**config.mk**
```make
export PLATFORM = sky130hd
export DESIGN_NAME = console_id_scramble_codec
export DESIGN_NICKNAME = d
export VERILOG_FILES = /design/src/rtl/core/ccs_pkg.sv /design/src/rtl/core/console_id_scramble_codec.sv /design/src/rtl/core/ccs_front.sv /design/src/rtl/core/ccs_mid.sv /design/src/rtl/core/ccs_back.sv
export SDC_FILE = /design/constraint.sdc
export NUM_CORES = 1
export LEC_CHECK = 0
export ABC_AREA = 1
export BUFFER_PORTS_ARGS = -buffer_cell sky130_fd_sc_hd__buf_2
export CAP_MARGIN = 10
export CORE_MARGIN = 1.5
export CORE_UTILIZATION = 39
export DETAILED_ROUTE_END_ITERATION = 7
export GPL_ROUTABILITY_DRIVEN = 0
export MAX_ROUTING_LAYER = met4
export PLACE_DENSITY_LB_ADDON = 0.25
export SYNTH_ARGS = -nofsm -noshare
export SYNTH_HDL_FRONTEND = slang
export SYNTH_SLANG_ARGS = --single-unit
export TNS_END_PERCENT = 100
```
**constraint.sdc**
```tcl
create_clock -name clk_i -period 7.5 [get_ports clk_i]
set_clock_uncertainty 0.1 [all_clocks]
set_input_delay 1.125 -clock clk_i [delete_from_list [all_inputs] [get_ports clk_i]]
set_output_delay 1.125 -clock clk_i [all_outputs]
set_load 0.02 [all_outputs]
```
**src/rtl/core/ccs_pkg.sv**
```systemverilog
// Shared types, constants and scramble functions for the console ID scramble codec.
package ccs_pkg;

  localparam int unsigned NumW = 53;
  localparam int unsigned RemW = 10;

  localparam logic        MODE_BUILD  = 1'b0;
  localparam logic        MODE_DECODE = 1'b1;

  localparam logic [10:0]     POLY    = 11'h635;
  localparam logic [NumW-1:0] MASK_B3 = 53'h0000_B3B3_B3B3_B3B3;
  localparam logic [NumW-1:0] MASK_5E = 53'h0000_5E5E_5E5E_5E5E;

  localparam logic [2:0] PERM     [6]  = '{3'd1, 3'd5, 3'd0, 3'd4, 3'd2, 3'd3};
  localparam logic [3:0] SBOX     [16] = '{4'h4, 4'hB, 4'h7, 4'h9, 4'hF, 4'h1, 4'hD, 4'h3,
                                           4'hC, 4'h2, 4'h6, 4'hE, 4'h8, 4'h0, 4'hA, 4'h5};
  localparam logic [3:0] SBOX_INV [16] = '{4'hD, 4'h5, 4'h9, 4'h7, 4'h0, 4'hF, 4'hA, 4'h2,
                                           4'hC, 4'h3, 4'hE, 4'h1, 4'h8, 4'h6, 4'hB, 4'h4};

  typedef logic [NumW-1:0][RemW-1:0] rem_tbl_t;

  typedef struct packed {
    logic            mode;
    logic [NumW-1:0] val;
  } ccs_word_t;

  typedef struct packed {
    logic [NumW-1:0] number;
    logic [31:0]     chip_id;
    logic [4:0]      counter;
    logic [2:0]      model;
    logic [2:0]      region;
    logic [RemW-1:0] stored_check;
    logic [RemW-1:0] remainder;
    logic            ok;
  } ccs_result_t;

  // Each entry is the remainder of a single set bit, so the remainder of a word
  // is the XOR of the entries of its set bits.
  function automatic rem_tbl_t gen_rem_tbl();
    rem_tbl_t        tbl;
    logic [NumW-1:0] v;
    for (int b = 0; b < NumW; b++) begin
      v = NumW'(1) << b;
      for (int j = NumW - 1; j >= RemW; j--) begin
        if (v[j]) begin
          v = v ^ (NumW'(POLY) << (j - RemW));
        end
      end
      tbl[b] = v[RemW-1:0];
    end
    return tbl;
  endfunction

  localparam rem_tbl_t REM_TBL = gen_rem_tbl();

  function automatic logic [RemW-1:0] rem53(logic [NumW-1:0] v);
    logic [RemW-1:0] r;
    r = '0;
    for (int b = 0; b < NumW; b++) begin
      if (v[b]) begin
        r = r ^ REM_TBL[b];
      end
    end
    return r;
  endfunction

  function automatic logic [NumW-1:0] rotl53(logic [NumW-1:0] v, int unsigned n);
    logic [2*NumW-1:0] t;
    t = {v, v} << n;
    return t[2*NumW-1:NumW];
  endfunction

  function automatic logic [NumW-1:0] subst6(logic [NumW-1:0] v, logic inv);
    logic [NumW-1:0] r;
    r = v;
    for (int k = 0; k < 6; k++) begin
      if (inv) begin
        r[8*k+4 +: 4] = SBOX_INV[v[8*k+4 +: 4]];
        r[8*k +: 4]   = SBOX_INV[v[8*k +: 4]];
      end else begin
        r[8*k+4 +: 4] = SBOX[v[8*k+4 +: 4]];
        r[8*k +: 4]   = SBOX[v[8*k +: 4]];
      end
    end
    return r;
  endfunction

  function automatic logic [NumW-1:0] perm6(logic [NumW-1:0] v, logic inv);
    logic [NumW-1:0] r;
    r = v;
    for (int k = 0; k < 6; k++) begin
      if (inv) begin
        r[8*k +: 8] = v[8*PERM[k] +: 8];
      end else begin
        r[8*PERM[k] +: 8] = v[8*k +: 8];
      end
    end
    return r;
  endfunction

endpackage

```
**src/rtl/core/console_id_scramble_codec.sv**
```systemverilog
// Top level of the console ID scramble codec: three pipeline stages.
//
//   Channel  Direction  Handshake               Payload
//   in       input      in_valid_i / in_ready_o  mode, chip_id, id_counter, model_code,
//                                                region_code, user_number
//   out      output     out_valid_o / out_ready_i number, fields, check, remainder, ok
//
// One transfer is accepted per cycle while the output is not stalled; every item passes
// through the three registered stages of the scramble network from input to output.
// Reset clears only the stage valid bits.
// Each stage holds its item while the next one stalls and refills as soon as it
// empties, so a stall loses and repeats no transfer.
module console_id_scramble_codec (
  input  logic                      clk_i,
  input  logic                      rst_ni,
  input  logic                      in_valid_i,
  output logic                      in_ready_o,
  input  logic                      mode_i,
  input  logic [31:0]               chip_id_i,
  input  logic [4:0]                id_counter_i,
  input  logic [2:0]                model_code_i,
  input  logic [2:0]                region_code_i,
  input  logic [ccs_pkg::NumW-1:0]  user_number_i,
  output logic                      out_valid_o,
  input  logic                      out_ready_i,
  output logic [ccs_pkg::NumW-1:0]  number_out_o,
  output logic [31:0]               chip_id_out_o,
  output logic [4:0]                counter_out_o,
  output logic [2:0]                model_out_o,
  output logic [2:0]                region_out_o,
  output logic [ccs_pkg::RemW-1:0]  stored_check_o,
  output logic [ccs_pkg::RemW-1:0]  check_remainder_o,
  output logic                      check_ok_o
);
  import ccs_pkg::*;

  logic        s1_valid, s1_ready;
  logic        s2_valid, s2_ready;
  ccs_word_t   s1_word, s2_word;
  ccs_result_t res;

  ccs_front u_front (
    .clk_i,
    .rst_ni,
    .valid_i       (in_valid_i),
    .ready_o       (in_ready_o),
    .mode_i,
    .chip_id_i,
    .id_counter_i,
    .model_code_i,
    .region_code_i,
    .user_number_i,
    .valid_o       (s1_valid),
    .ready_i       (s1_ready),
    .word_o        (s1_word)
  );

  ccs_mid u_mid (
    .clk_i,
    .rst_ni,
    .valid_i (s1_valid),
    .ready_o (s1_ready),
    .word_i  (s1_word),
    .valid_o (s2_valid),
    .ready_i (s2_ready),
    .word_o  (s2_word)
  );

  ccs_back u_back (
    .clk_i,
    .rst_ni,
    .valid_i (s2_valid),
    .ready_o (s2_ready),
    .word_i  (s2_word),
    .valid_o (out_valid_o),
    .ready_i (out_ready_i),
    .res_o   (res)
  );

  assign number_out_o      = res.number;
  assign chip_id_out_o     = res.chip_id;
  assign counter_out_o     = res.counter;
  assign model_out_o       = res.model;
  assign region_out_o      = res.region;
  assign stored_check_o    = res.stored_check;
  assign check_remainder_o = res.remainder;
  assign check_ok_o        = res.ok;

endmodule

```
**src/rtl/core/ccs_front.sv**
```systemverilog
// First stage: packs and appends the check when building, undoes the outer layers when decoding.
module ccs_front (
  input  logic                      clk_i,
  input  logic                      rst_ni,
  input  logic                      valid_i,
  output logic                      ready_o,
  input  logic                      mode_i,
  input  logic [31:0]               chip_id_i,
  input  logic [4:0]                id_counter_i,
  input  logic [2:0]                model_code_i,
  input  logic [2:0]                region_code_i,
  input  logic [ccs_pkg::NumW-1:0]  user_number_i,
  output logic                      valid_o,
  input  logic                      ready_i,
  output ccs_pkg::ccs_word_t        word_o
);
  import ccs_pkg::*;

  logic            valid_q;
  ccs_word_t       word_d, word_q;
  logic [NumW-1:0] plain;
  logic [NumW-1:0] dec;

  always_comb begin
    plain = {region_code_i, model_code_i, chip_id_i, id_counter_i, {RemW{1'b0}}};
    plain[RemW-1:0] = rem53(plain);
    dec = subst6(perm6(rotl53(user_number_i ^ MASK_5E, 52), 1'b1), 1'b1);
    word_d.mode = mode_i;
    word_d.val  = (mode_i == MODE_DECODE) ? dec : plain;
  end

  assign ready_o = !valid_q || ready_i;

  always_ff @(posedge clk_i or negedge rst_ni) begin
    if (!rst_ni) begin
      valid_q <= 1'b0;
    end else if (ready_o) begin
      valid_q <= valid_i;
    end
  end

  always_ff @(posedge clk_i) begin
    if (valid_i && ready_o) begin
      word_q <= word_d;
    end
  end

  assign valid_o = valid_q;
  assign word_o  = word_q;

endmodule

```
**src/rtl/core/ccs_mid.sv**
```systemverilog
// Second stage: mask, rotate, substitute and permute when building; rotate and unmask when decoding.
module ccs_mid (
  input  logic                clk_i,
  input  logic                rst_ni,
  input  logic                valid_i,
  output logic                ready_o,
  input  ccs_pkg::ccs_word_t  word_i,
  output logic                valid_o,
  input  logic                ready_i,
  output ccs_pkg::ccs_word_t  word_o
);
  import ccs_pkg::*;

  logic      valid_q;
  ccs_word_t word_d, word_q;

  always_comb begin
    word_d.mode = word_i.mode;
    if (word_i.mode == MODE_DECODE) begin
      word_d.val = rotl53(word_i.val, 10) ^ MASK_B3;
    end else begin
      word_d.val = perm6(subst6(rotl53(word_i.val ^ MASK_B3, 43), 1'b0), 1'b0);
    end
  end

  assign ready_o = !valid_q || ready_i;

  always_ff @(posedge clk_i or negedge rst_ni) begin
    if (!rst_ni) begin
      valid_q <= 1'b0;
    end else if (ready_o) begin
      valid_q <= valid_i;
    end
  end

  always_ff @(posedge clk_i) begin
    if (valid_i && ready_o) begin
      word_q <= word_d;
    end
  end

  assign valid_o = valid_q;
  assign word_o  = word_q;

endmodule

```
**src/rtl/core/ccs_back.sv**
```systemverilog
// Last stage: final rotate and mask when building; field split and check when decoding.
module ccs_back (
  input  logic                 clk_i,
  input  logic                 rst_ni,
  input  logic                 valid_i,
  output logic                 ready_o,
  input  ccs_pkg::ccs_word_t   word_i,
  output logic                 valid_o,
  input  logic                 ready_i,
  output ccs_pkg::ccs_result_t res_o
);
  import ccs_pkg::*;

  logic            valid_q;
  ccs_result_t     res_d, res_q;
  logic [RemW-1:0] rem;

  always_comb begin
    rem   = rem53(word_i.val);
    res_d = '0;
    if (word_i.mode == MODE_DECODE) begin
      res_d.number       = word_i.val;
      res_d.chip_id      = word_i.val[46:15];
      res_d.counter      = word_i.val[14:10];
      res_d.model        = word_i.val[49:47];
      res_d.region       = word_i.val[52:50];
      res_d.stored_check = word_i.val[RemW-1:0];
      res_d.remainder    = rem;
      res_d.ok           = (rem[7:0] == 8'h00);
    end else begin
      res_d.number = rotl53(word_i.val, 1) ^ MASK_5E;
    end
  end

  assign ready_o = !valid_q || ready_i;

  always_ff @(posedge clk_i or negedge rst_ni) begin
    if (!rst_ni) begin
      valid_q <= 1'b0;
    end else if (ready_o) begin
      valid_q <= valid_i;
    end
  end

  always_ff @(posedge clk_i) begin
    if (valid_i && ready_o) begin
      res_q <= res_d;
    end
  end

  assign valid_o = valid_q;
  assign res_o   = res_q;

endmodule
```
==> results.py, run 1 <==
metrics = {
    "status": {
        "outcome": "finished, final reports clean",
    },
    "synth": {
        "synth_area_leader_cell": "edfxtp_1",
        "synth.area.top_cells": "edfxtp_1 (38%), nand2_1 (13%), ha_1 (8.0%)",
        "synth_cells": 2207,
        "ys_ff_latch": 228,
        "yosysSeqAreaShare_pct": 38.88,
        "avgSynthCellArea_um2": 7.961,
        "synth_area_um2": 17570,
        "synth_top_area_share_pct": 38.46,
        "yosysWarningCount": 0,
        "yosysUniqueCellTypes": 38,
        "synthesis.nets": 2420,
    },
    "cts": {
        "clk_pin_slew_ns": 0.06,
        "cts_hold_buffers": 0,
        "clock_latency_ns": 0.56,
        "htree_num_levels": 1,
        "root_buffer": "clkbuf_16",
        "cts_buffers": 26,
        "cts_sinks": 228,
        "cts_buffer_depth": 3,
        "cts_setup_buffers": 0,
        "cts_resized": 0,
        "cts_tree": "yes",
    },
    "routing": {
        "dr_wl_met3_um": 2668,
        "ant_nets": 0,
        "routed_wl_um": 49650,
        "wl_met2_um": 23770,
        "drtPass1Iterations": 6,
        "wl_per_cell_um": 16.65,
        "via_count": 14749,
        "via_per_inst": 4.948,
        "drt-met1-wl_um": 21490,
        "drc_errors": 0,
        "top_layer": "met4",
        "drt-initial-drc-count": 1203,
    },
    "timing": {
        "min_period_ns": 3.008,
        "rsz0062_at_grt": "no",
        "fin_crit_sh_pct": 40.10,
        "slew_headroom_pct": 38.24,
        "fin_setup_tns_ns": 0,
        "tightestPinTransition_ns": 0.9263,
        "final-max-slew-violation-count": 0,
        "setup_viol": 0,
        "hold_viol": 0,
        "max_freq_mhz": 332.5,
    },
    "cells_and_area": {
        "layout-drive-gt1-share_pct": 12.73,
        "layout_commonest_cell": "nand2_1",
        "nFillCells": 4401,
        "fin_area_um2": 19850,
        "synthToLayoutAreaGrowth_pct": 12.96,
        "mostFrequentLayoutCells": "nand2_1 (601), inv_1 (292), edfxtp_1 (225)",
        "final_cell_count_no_fill": 2981,
        "nets": 2582,
    },
    "hold_path": {
        "hold_path.class": "in2async",
    },
    "worst_setup_path": {
        "worstPathArrival_ns": 1.78,
        "startpoint_type": "input pin",
        "crit_fanout": 3,
        "required_ns": 6.27,
        "end_kind": "primary output",
        "path_class": "in2out",
    },
    "grt": {
        "overflow": 0,
        "grt_usage_pct": 21.46,
        "grt_pass1_vias": 13395,
        "grt_pass1_wl_um": 75090,
        "antenna_found_initial": 1,
        "grt_max_degree": 106,
    },
    "power": {
        "clock_power_share_pct": 20.9,
        "internal_power_w": 0.003342,
        "p_leak_nw": 9.674,
        "p_switching_w": 0.002382,
        "combPwrFrac_pct": 41.9,
        "p_sw_share_pct": 41.61,
        "total_power_w": 0.005723,
        "p_seq_share_pct": 37.2,
        "peakVddDrop_v": 0.0001879,
        "p_per_area_nw_per_um2": 288.4,
    },
    "floorplan": {
        "fp.dieW_um": 215.3,
        "ioPinCount": 220,
        "start_util_pct": 39.64,
        "die_area_um2": 46330,
        "design.core.area_um2": 44320,
        "die_h_um": 215.3,
        "rows": 77,
    },
    "placement": {
        "place_inst": 2933,
        "port_buffers": 219,
        "hpwl_um": 39060,
        "dpl_cell_area_um2": 19040,
    },
    "flow_run": {
        "drv_cap": 0,
    },
}
## stage by stage
stage / utilization, % / hold slack [ns] / setup slack (ns)
2_1_floorplan: - / 0.3244 / 2.370
3_3_place_gp: 42.97 / 0.3737 / 4.054
3_5_place_dp: 42.97 / 0.3840 / 4.016
4_1_cts: 44.78 / 0.2210 / 4.492
5_1_grt: 44.78 / 0.2209 / 4.310
6_report: 44.78 / 0.2446 / 4.492
## Yosys cell counts
| cell | n |
|---|---|
| a22oi_1 | 10 |
| o2111a_1 | 1 |
| o21ai_0 | 206 |
| buf_2 | 56 |
| nand3_1 | 90 |
| xnor2_1 | 137 |
| clkinv_1 | 2 |
| a2bb2oi_1 | 4 |
| o21ai_1 | 6 |
| and2_0 | 1 |
| nand3b_1 | 10 |
| clkbuf_1 | 33 |
| clkinv_2 | 1 |
| a31oi_1 | 11 |
| a311oi_1 | 3 |
| nor2_1 | 115 |
| xor2_2 | 3 |
| a32oi_1 | 3 |
| nand4_1 | 5 |
| inv_1 | 294 |
| a21oi_1 | 68 |
| xor2_1 | 116 |
| o22a_1 | 2 |
| edfxtp_1 | 225 |
| nand2b_1 | 3 |
| or2_1 | 4 |
| o311ai_0 | 5 |
| ha_1 | 112 |
| o211ai_1 | 33 |
| inv_2 | 17 |
| xnor2_2 | 6 |
| buf_4 | 5 |
| nand2_1 | 601 |
| or2_2 | 6 |
| o22ai_1 | 8 |
| a31o_2 | 1 |
| dfrtp_1 | 3 |
| o221ai_1 | 1 |
## layer usage
metal / vias to the layer above / global-route usage (%)
li1: 7420 / -
met1: 6738 / 26.98
met2: 500 / 35.90
met3: 91 / 2.194
met4: 0 / 7.599
met5: - / -
## worst max-delay path: stages
cell	delay (ns)
buf_2	0.09
inv_1	0.09
nand2_1	0.08
nor2_1	0.13
nand2_1	0.09
buf_2	0.17
## cell type report
class,instances,area (µm²),area share [%]
inverters,314,1180,5.945
flip-flops and latches,228,6832,34.42
diodes,1,2.502,0.01261
multi-input cells,1571,9128,45.99
well taps,592,740.7,3.732
clock inverters,14,123.9,0.6241
repair buffers,228,1164,5.863
clock buffers,33,676.9,3.411
## sequential cells by signal, summed over array words and instances, names as in the netlist
signal           count
u_back.res_o       117
u_mid.valid_o        1
u_mid.word_o        54
u_back.valid_o       1
u_front.word_o      54
u_front.valid_o      1
## power by group through the flow
stage | Combinational (W) | Sequential (W) | Clock (W)
after floorplan | 0.00168 | 0.00218 | 0
after global placement | 0.00234 | 0.00215 | 0
after detailed placement | 0.00239 | 0.00216 | 0
after CTS | 0.00240 | 0.00213 | 0.00123
after global routing | 0.00270 | 0.00216 | 0.00128
final | 0.00240 | 0.00213 | 0.00119
## cells by family (layout without fill, tap and decap cells)
| family | after synthesis | in the layout | share of synthesized area (%) |
|---|---|---|---|
| flip-flops | 228 | 228 | 38.88 |
| buffers and inverters | 408 | 589 | 9.229 |
| adder cells (fa/ha/maj) | 112 | 112 | 7.976 |
| other | 0 | 1 | 0 |
| XOR/XNOR | 262 | 262 | 13.45 |
| AND/OR/NAND/NOR | 835 | 835 | 18.96 |
| AO/OA/AOI/OAI | 362 | 362 | 11.50 |
## path summary, 6_finish.rpt
check / startpoint / to / slack, ns / depth (start not counted)
setup / recovery: out_ready_i / in_ready_o / 4.49 / 6
hold / removal: rst_ni / u_front.valid_o / 0.24 / 1
setup reg to reg: u_mid.word_o[33] / u_back.res_o[0] / 4.94 / 14
hold reg to reg: u_mid.valid_o / u_back.valid_o / 0.40 / 2
max in group asynchronous: rst_ni / u_back.valid_o / 6.94 / 1
min in group clk_i: u_mid.valid_o / u_back.valid_o / 0.40 / 2
No activity file was read; power rests on OpenSTA's default activity.
==> inputs of run 2 (changes only) <==
--- a/config.mk
+++ b/config.mk
@@ -5,7 +5,7 @@
 export SDC_FILE = /design/constraint.sdc
 export NUM_CORES = 1
 export LEC_CHECK = 0
-export ABC_AREA = 1
+export ABC_AREA = 0
 export BUFFER_PORTS_ARGS = -buffer_cell sky130_fd_sc_hd__buf_2
 export CAP_MARGIN = 10
 export CORE_MARGIN = 1.5
==> constraint.sdc (replaced) <==
create_clock -name clk_i -period 2.85 [get_ports clk_i]
set_clock_uncertainty 0.1 [all_clocks]
set_input_delay 0.4275 -clock clk_i [delete_from_list [all_inputs] [get_ports clk_i]]
set_output_delay 0.4275 -clock clk_i [all_outputs]
set_load 0.02 [all_outputs]
==> run 2 against run 1 <==
Synthesized area down 15%. Clock-buffer cell count down 4. Register-to-register slack worse by 4.7 ns. Sequential power up 130%. Sequential share of layout area up 4.6 points. Synthesized cell count down 40%. Highest routed layer unchanged. Setup slack worse by 4.2 ns. Via count down 32%. Critical endpoint is now u_back.res_o[0]. Clock power rose to 2.7 times the previous value. Critical path depth unchanged. Largest power group unchanged.
==> results.py, run 2 <==
metrics = {
    "status": {
        "outcome": "finished, final reports clean",
    },
    "cts": {
        "htree_num_levels": 1,
        "cts_buffers": 25,
        "cts_buffer_depth": 3,
        "cts_tree": "yes",
        "root_buffer": "clkbuf_16",
        "cts_setup_buffers": 0,
        "clock_latency_ns": 0.51,
        "cts_sinks": 228,
        "clk_pin_slew_ns": 0.06,
    },
    "routing": {
        "drc_errors": 0,
        "ant_nets": 0,
        "via_count": 9999,
        "routed_wl_um": 36750,
        "drt-initial-drc-count": 565,
        "drtPass1Iterations": 5,
        "wl_per_cell_um": 17.83,
        "via_per_inst": 4.852,
    },
    "worst_setup_path": {
        "worstPathArrival_ns": 2.83,
        "cp-startpoint": "u_mid.word_o[37]",
        "reg2reg_from": "u_mid.word_o[37]",
        "slowest_stage": "edfxtp_1",
        "critical-path-top-delay-family": "XOR/XNOR gates",
        "r2r_end": "u_back.res_o[0]",
        "path_class": "reg2reg",
        "regToRegSetupSlack_ns": 0.25,
        "path_common_cell": "xnor3_2",
        "cpPeakStageDelay_ns": 0.46,
        "startpoint_type": "flip-flop",
        "crit_buf_inv": 0,
        "crit_fanout": 4,
        "end_kind": "flip-flop",
        "required_ns": 3.09,
        "crit_chain": "xnor3_2, xnor3_2, xnor3_1, xnor2_1, nand4bb_1, nor4_2",
        "r2r_cells": 6,
    },
    "power": {
        "combPwrFrac_pct": 38.6,
        "p_seq_share_pct": 36.7,
        "p_sw_share_pct": 32.63,
        "peakVddDrop_v": 0.0004520,
        "internal_power_w": 0.008885,
        "p_switching_w": 0.004304,
        "p_per_area_nw_per_um2": 753.7,
        "p_leak_nw": 7.677,
        "clock_power_share_pct": 24.7,
    },
    "floorplan": {
        "fp.dieW_um": 198.6,
        "die_h_um": 198.6,
        "die_area_um2": 39450,
        "ioPinCount": 220,
        "start_util_pct": 39.62,
        "rows": 71,
        "design.core.area_um2": 37670,
    },
    "cells_and_area": {
        "fin_util_pct": 46.46,
        "mostFrequentLayoutCells": "edfxtp_1 (225), buf_2 (219), xnor2_1 (128)",
        "largest_reg_flops": 117,
        "layout-drive-gt1-share_pct": 20.45,
        "layout_commonest_cell": "edfxtp_1",
        "nFillCells": 3538,
        "nets": 1745,
        "diodes": 0,
        "synthToLayoutAreaGrowth_pct": 17.27,
        "fin_area_um2": 17500,
    },
    "grt": {
        "grt_pass1_vias": 9767,
        "grt_pass1_wl_um": 55750,
        "grt_usage_pct": 19.05,
        "antenna_found_initial": 0,
        "grt_max_degree": 94,
        "overflow": 0,
    },
    "synth": {
        "synth_area_um2": 14920,
        "avgSynthCellArea_um2": 11.28,
        "synth_cells": 1323,
        "yosysSeqAreaShare_pct": 45.78,
        "synth.area.top_cells": "edfxtp_1 (45%), ha_1 (9.4%), xnor2_1 (7.5%)",
        "synthXorXnorAreaFrac_pct": 16.06,
        "synthesis.nets": 1536,
        "synth_common_cells": "edfxtp_1 (225), xnor2_1 (128), inv_1 (116)",
        "yosysUniqueCellTypes": 46,
        "synth_compound_area_share_pct": 10.95,
        "synth-simple-area-share_pct": 6.607,
        "synth_top_family_by_area": "XOR/XNOR gates",
        "ys_ff_latch": 228,
        "yosysWarningCount": 0,
        "yosysMostFrequentCell": "edfxtp_1",
        "synth_ff_type": "edfxtp_1",
        "synth_edf_count": 225,
        "synthArstFlopShare_pct": 1.316,
        "synth_adder_area_share_pct": 9.390,
        "synth_area_leader_cell": "edfxtp_1",
        "muxShareOfSynthArea_pct": 6.833,
        "synth_top_area_share_pct": 45.28,
    },
    "timing": {
        "min_period_ns": 2.596,
        "rsz0062_at_grt": "no",
        "fin_setup_tns_ns": 0,
        "max_freq_mhz": 385.3,
        "tightestPinTransition_ns": 0.6860,
        "fin_crit_sh_pct": 91.08,
        "final-max-slew-violation-count": 0,
        "setup_viol": 0,
        "hold_viol": 0,
        "slew_headroom_pct": 54.27,
    },
    "flow_run": {
        "drv_cap": 0,
    },
    "hold_path": {
        "hold_path.class": "in2reg",
        "min_from": "out_ready_i",
        "hold_depth": 4,
        "hold_end": "u_mid.valid_o",
    },
    "placement": {
        "hpwl_um": 29420,
        "port_buffers": 219,
        "dpl_cell_area_um2": 16650,
    },
}
==> run 2: cell types whose count changed after synthesis, moves of 31 or more <==
cell / previous run / this run
mux2i_1: 0 / 67
inv_1: 294 / 116
nand3_1: 90 / 1
nor2_1: 115 / 80
xor2_1: 116 / 48
nand2_1: 601 / 77
buf_2: 56 / 1
mux2_2: 0 / 31
and2_1: 0 / 38
o21ai_0: 206 / 110
==> run 2: cells by family after synthesis <==
group	Yosys count
XOR/XNOR	214
AO/OA/AOI/OAI	278
AND/OR/NAND/NOR	219
adder cells (fa/ha/maj)	112
buffers and inverters	174
multiplexers	98
flip-flops	228
==> run 2: metal layers <==
layer  routed length (µm)  GRT usage (%)
met2                17140          31.04
met4                  547          3.591
met3                 1792          1.865
met1                17270          26.02
met5                    0              -
==> run 2: power by group through the flow <==
stage                     Clock, W  Sequential, W  Combinational [W]
after floorplan                  0        0.00510            0.00356
after global placement           0        0.00491            0.00507
after detailed placement         0        0.00492            0.00510
after CTS                  0.00335        0.00485            0.00513
after global routing       0.00347        0.00491            0.00550
final                      0.00326        0.00484            0.00509
==> run 2: worst reg2reg max path, cell delays in order, from the launching register on <==
cell	delay [ns]
edfxtp_1	0.46
xnor3_2	0.42
xnor3_2	0.43
xnor3_1	0.41
xnor2_1	0.15
nand4bb_1	0.21
nor4_2	0.26
==> run 2: worst max path at each step <==
| stage | cells past startpoint | to | slack (ns) |
|---|---|---|---|
| detailed placement | 6 | u_back.res_o[0] | 0.26 |
| CTS | 6 | u_back.res_o[0] | 0.25 |
| finish | 6 | u_back.res_o[0] | 0.25 |
| global placement | 6 | u_back.res_o[0] | 0.32 |
| global route | 6 | u_back.res_o[0] | 0.14 |
| floorplan | 3 | u_front.word_o[0] | 0.16 |
==> run 2: cell type report <==
| class | instances | area (µm²) | share of cell area (%) |
|---|---|---|---|
| clock buffer | 29 | 640.6 | 3.661 |
| multi-input combinational | 921 | 7442 | 42.53 |
| clock inverter | 16 | 193.9 | 1.108 |
| sequential | 228 | 6832 | 39.04 |
| inverter | 117 | 439.2 | 2.509 |
| tap | 511 | 639.4 | 3.653 |
| timing repair buffer | 239 | 1314 | 7.507 |
==> run 2: timing repair <==
item	in CTS	in global routing
endpoints found under the setup margin	0	0
resized for setup	0	0
hold buffers	2	0
hold endpoints to repair	4	0
==> run 2: through the flow <==
| step | power (W) | worst slack [ns] | hold slack (ns) | instances |
|---|---|---|---|---|
| 2_1_floorplan | 0.008661 | 0.1588 | 0.03191 | 1323 |
| 6_report | 0.01319 | 0.2543 | 0.1173 | 2061 |
| 3_5_place_dp | 0.01002 | 0.2580 | 0.1250 | 2014 |
| 5_1_grt | 0.01387 | 0.1409 | 0.1340 | 2061 |
| 3_3_place_gp | 0.009982 | 0.3172 | 0.1269 | 2014 |
| 4_1_cts | 0.01333 | 0.2473 | 0.09093 | 2061 |
==> inputs of run 3 (changes only) <==
--- a/config.mk
+++ b/config.mk
@@ -14,6 +14,7 @@
 export GPL_ROUTABILITY_DRIVEN = 0
 export MAX_ROUTING_LAYER = met4
 export PLACE_DENSITY_LB_ADDON = 0.25
+export RECOVER_POWER = 50
 export SYNTH_ARGS = -nofsm -noshare
 export SYNTH_HDL_FRONTEND = slang
 export SYNTH_SLANG_ARGS = --single-unit
==> run 3 against run 2 <==
Flip-flop and latch count stayed put. Maximum frequency is 0.36% lower. Utilization is 0.47 points lower. Sequential share of layout area is 0.39 points higher. Highest routed layer unchanged. First-iteration DRC count is 5.8% higher. The run now ends with capacitance limit, slew limit left. Critical endpoint unchanged.
==> results.py, run 3 (same netlist as run 2, synthesis figures left out) <==
metrics = {
    "status": {
        "outcome": "finished with violations",
        "violations": "capacitance limit, slew limit",
    },
    "worst_setup_path": {
        "regToRegSetupSlack_ns": 0.24,
        "end_kind": "flip-flop",
        "path_common_cell": "xnor3_2",
        "slowest_stage": "edfxtp_1",
        "startpoint_type": "flip-flop",
        "reg2reg_from": "u_mid.word_o[37]",
        "required_ns": 3.09,
        "path_class": "reg2reg",
        "cp-startpoint": "u_mid.word_o[37]",
        "r2r_end": "u_back.res_o[0]",
        "crit_chain": "xnor3_2, xnor3_2, xnor3_1, xnor2_1, nand4bb_1, nor4_2",
        "cpPeakStageDelay_ns": 0.47,
        "crit_fanout": 4,
        "worstPathArrival_ns": 2.84,
        "r2r_cells": 6,
        "cp-endpoint": "u_back.res_o[0]",
    },
    "floorplan": {
        "fp.dieW_um": 198.6,
        "design.core.area_um2": 37670,
        "die_area_um2": 39450,
        "rows": 71,
        "ioPinCount": 220,
        "start_util_pct": 39.62,
        "die_h_um": 198.6,
    },
    "cts": {
        "cts_sinks": 228,
        "htree_num_levels": 1,
        "cts_setup_buffers": 0,
        "cts_buffers": 25,
        "cts_tree": "yes",
        "root_buffer": "clkbuf_16",
        "clk_pin_slew_ns": 0.06,
        "clock_latency_ns": 0.51,
        "cts_buffer_depth": 3,
    },
    "grt": {
        "grt_pass1_wl_um": 55750,
        "grt_pass1_vias": 9767,
        "antenna_found_initial": 0,
        "grt_usage_pct": 19.05,
        "overflow": 0,
        "grt_max_degree": 94,
    },
    "routing": {
        "top_layer": "met4",
        "dr_wl_met3_um": 1613,
        "routed_wl_um": 37030,
        "drt-met1-wl_um": 17720,
        "wl_met2_um": 17160,
        "drt-initial-drc-count": 598,
        "ant_nets": 0,
        "wl_per_cell_um": 17.97,
        "drc_errors": 0,
        "via_count": 9954,
        "drtPass1Iterations": 5,
        "via_per_inst": 4.830,
    },
    "timing": {
        "hold_viol": 0,
        "slew_headroom_pct": -15.77,
        "final-max-slew-violation-count": 165,
        "setup_viol": 0,
        "rsz0062_at_grt": "no",
        "min_period_ns": 2.605,
        "fin_crit_sh_pct": 91.41,
        "hold_slack_ns": 0.1105,
        "max_freq_mhz": 383.9,
        "fin_setup_tns_ns": 0,
        "tightestPinTransition_ns": 1.737,
    },
    "cells_and_area": {
        "layout_commonest_cell": "edfxtp_1",
        "fin_area_um2": 17330,
        "diodes": 0,
        "synthToLayoutAreaGrowth_pct": 16.10,
        "nFillCells": 3587,
        "final_cell_count_no_fill": 2061,
        "nets": 1745,
        "mostFrequentLayoutCells": "edfxtp_1 (225), xnor2_1 (128), inv_1 (117)",
        "largest_reg_flops": 117,
        "layout-drive-gt1-share_pct": 12.65,
    },
    "placement": {
        "dpl_cell_area_um2": 16650,
        "place_inst": 2014,
        "port_buffers": 219,
        "hpwl_um": 29420,
    },
    "hold_path": {
        "hold_path.class": "in2reg",
    },
    "power": {
        "p_leak_nw": 7.322,
        "p_per_area_nw_per_um2": 758.2,
        "peakVddDrop_v": 0.0004522,
    },
    "flow_run": {
        "drv_cap": 3,
    },
}
[run 3: area by class of cell]
class                      instances  area, µm²  share of cell area [%]
multi-input combinational        921       7440                   42.94
sequential                       228       6832                   39.43
timing repair buffer             239       1141                   6.586
clock buffer                      29      640.6                   3.698
tap                              511      639.4                   3.690
inverter                         117      439.2                   2.535
clock inverter                    16      193.9                   1.119
[run 3: how the worst min path moves through the flow]
stage	from	endpoint	slack (ns)	depth (start not counted)
5_1_grt	out_ready_i	u_back.valid_o	0.13	3
2_1_floorplan	rst_ni	u_back.valid_o	0.03	0
3_5_place_dp	rst_ni	u_front.valid_o	0.13	1
6_report	out_ready_i	u_back.valid_o	0.11	3
3_3_place_gp	rst_ni	u_back.valid_o	0.13	1
4_1_cts	out_ready_i	u_mid.valid_o	0.09	4
[run 3: routing by layer]
metal,vias to the layer above,track usage [%]
li1,5017,-
met1,4646,26.02
met2,256,31.04
met3,35,1.865
met4,0,3.591
met5,-,-
[run 3: report_power, final]
part / leakage, nW / switching, W / internal, W
Combinational: 4.70 / 0.00262 / 0.00239
Sequential: 2.23 / 0.000420 / 0.00444
Clock: 0.399 / 0.00128 / 0.00198
[run 3: worst max-delay path: cells and delay by family, from the launching register on]
family / cells / cell delay (ns)
xor gates and xnor gates: 4 / 1.41
DFF: 1 / 0.47
and+or+nand+nor: 2 / 0.47
[run 3: repair_timing]
action | in CTS | in global routing
hold buffers | 2 | 0
resized for setup | 0 | 0
hold endpoints to repair | 4 | 0
[run 3: metrics by stage]
stage / total power, W / utilization [%] / worst slack [ns]
finish: 0.01314 / 46.00 / 0.2449
global route: 0.01381 / 46.00 / 0.1393
CTS: 0.01333 / 46.46 / 0.2473
detailed placement: 0.01002 / 44.19 / 0.2580
global placement: 0.009982 / 44.19 / 0.3172
floorplan: 0.008661 / - / 0.1588
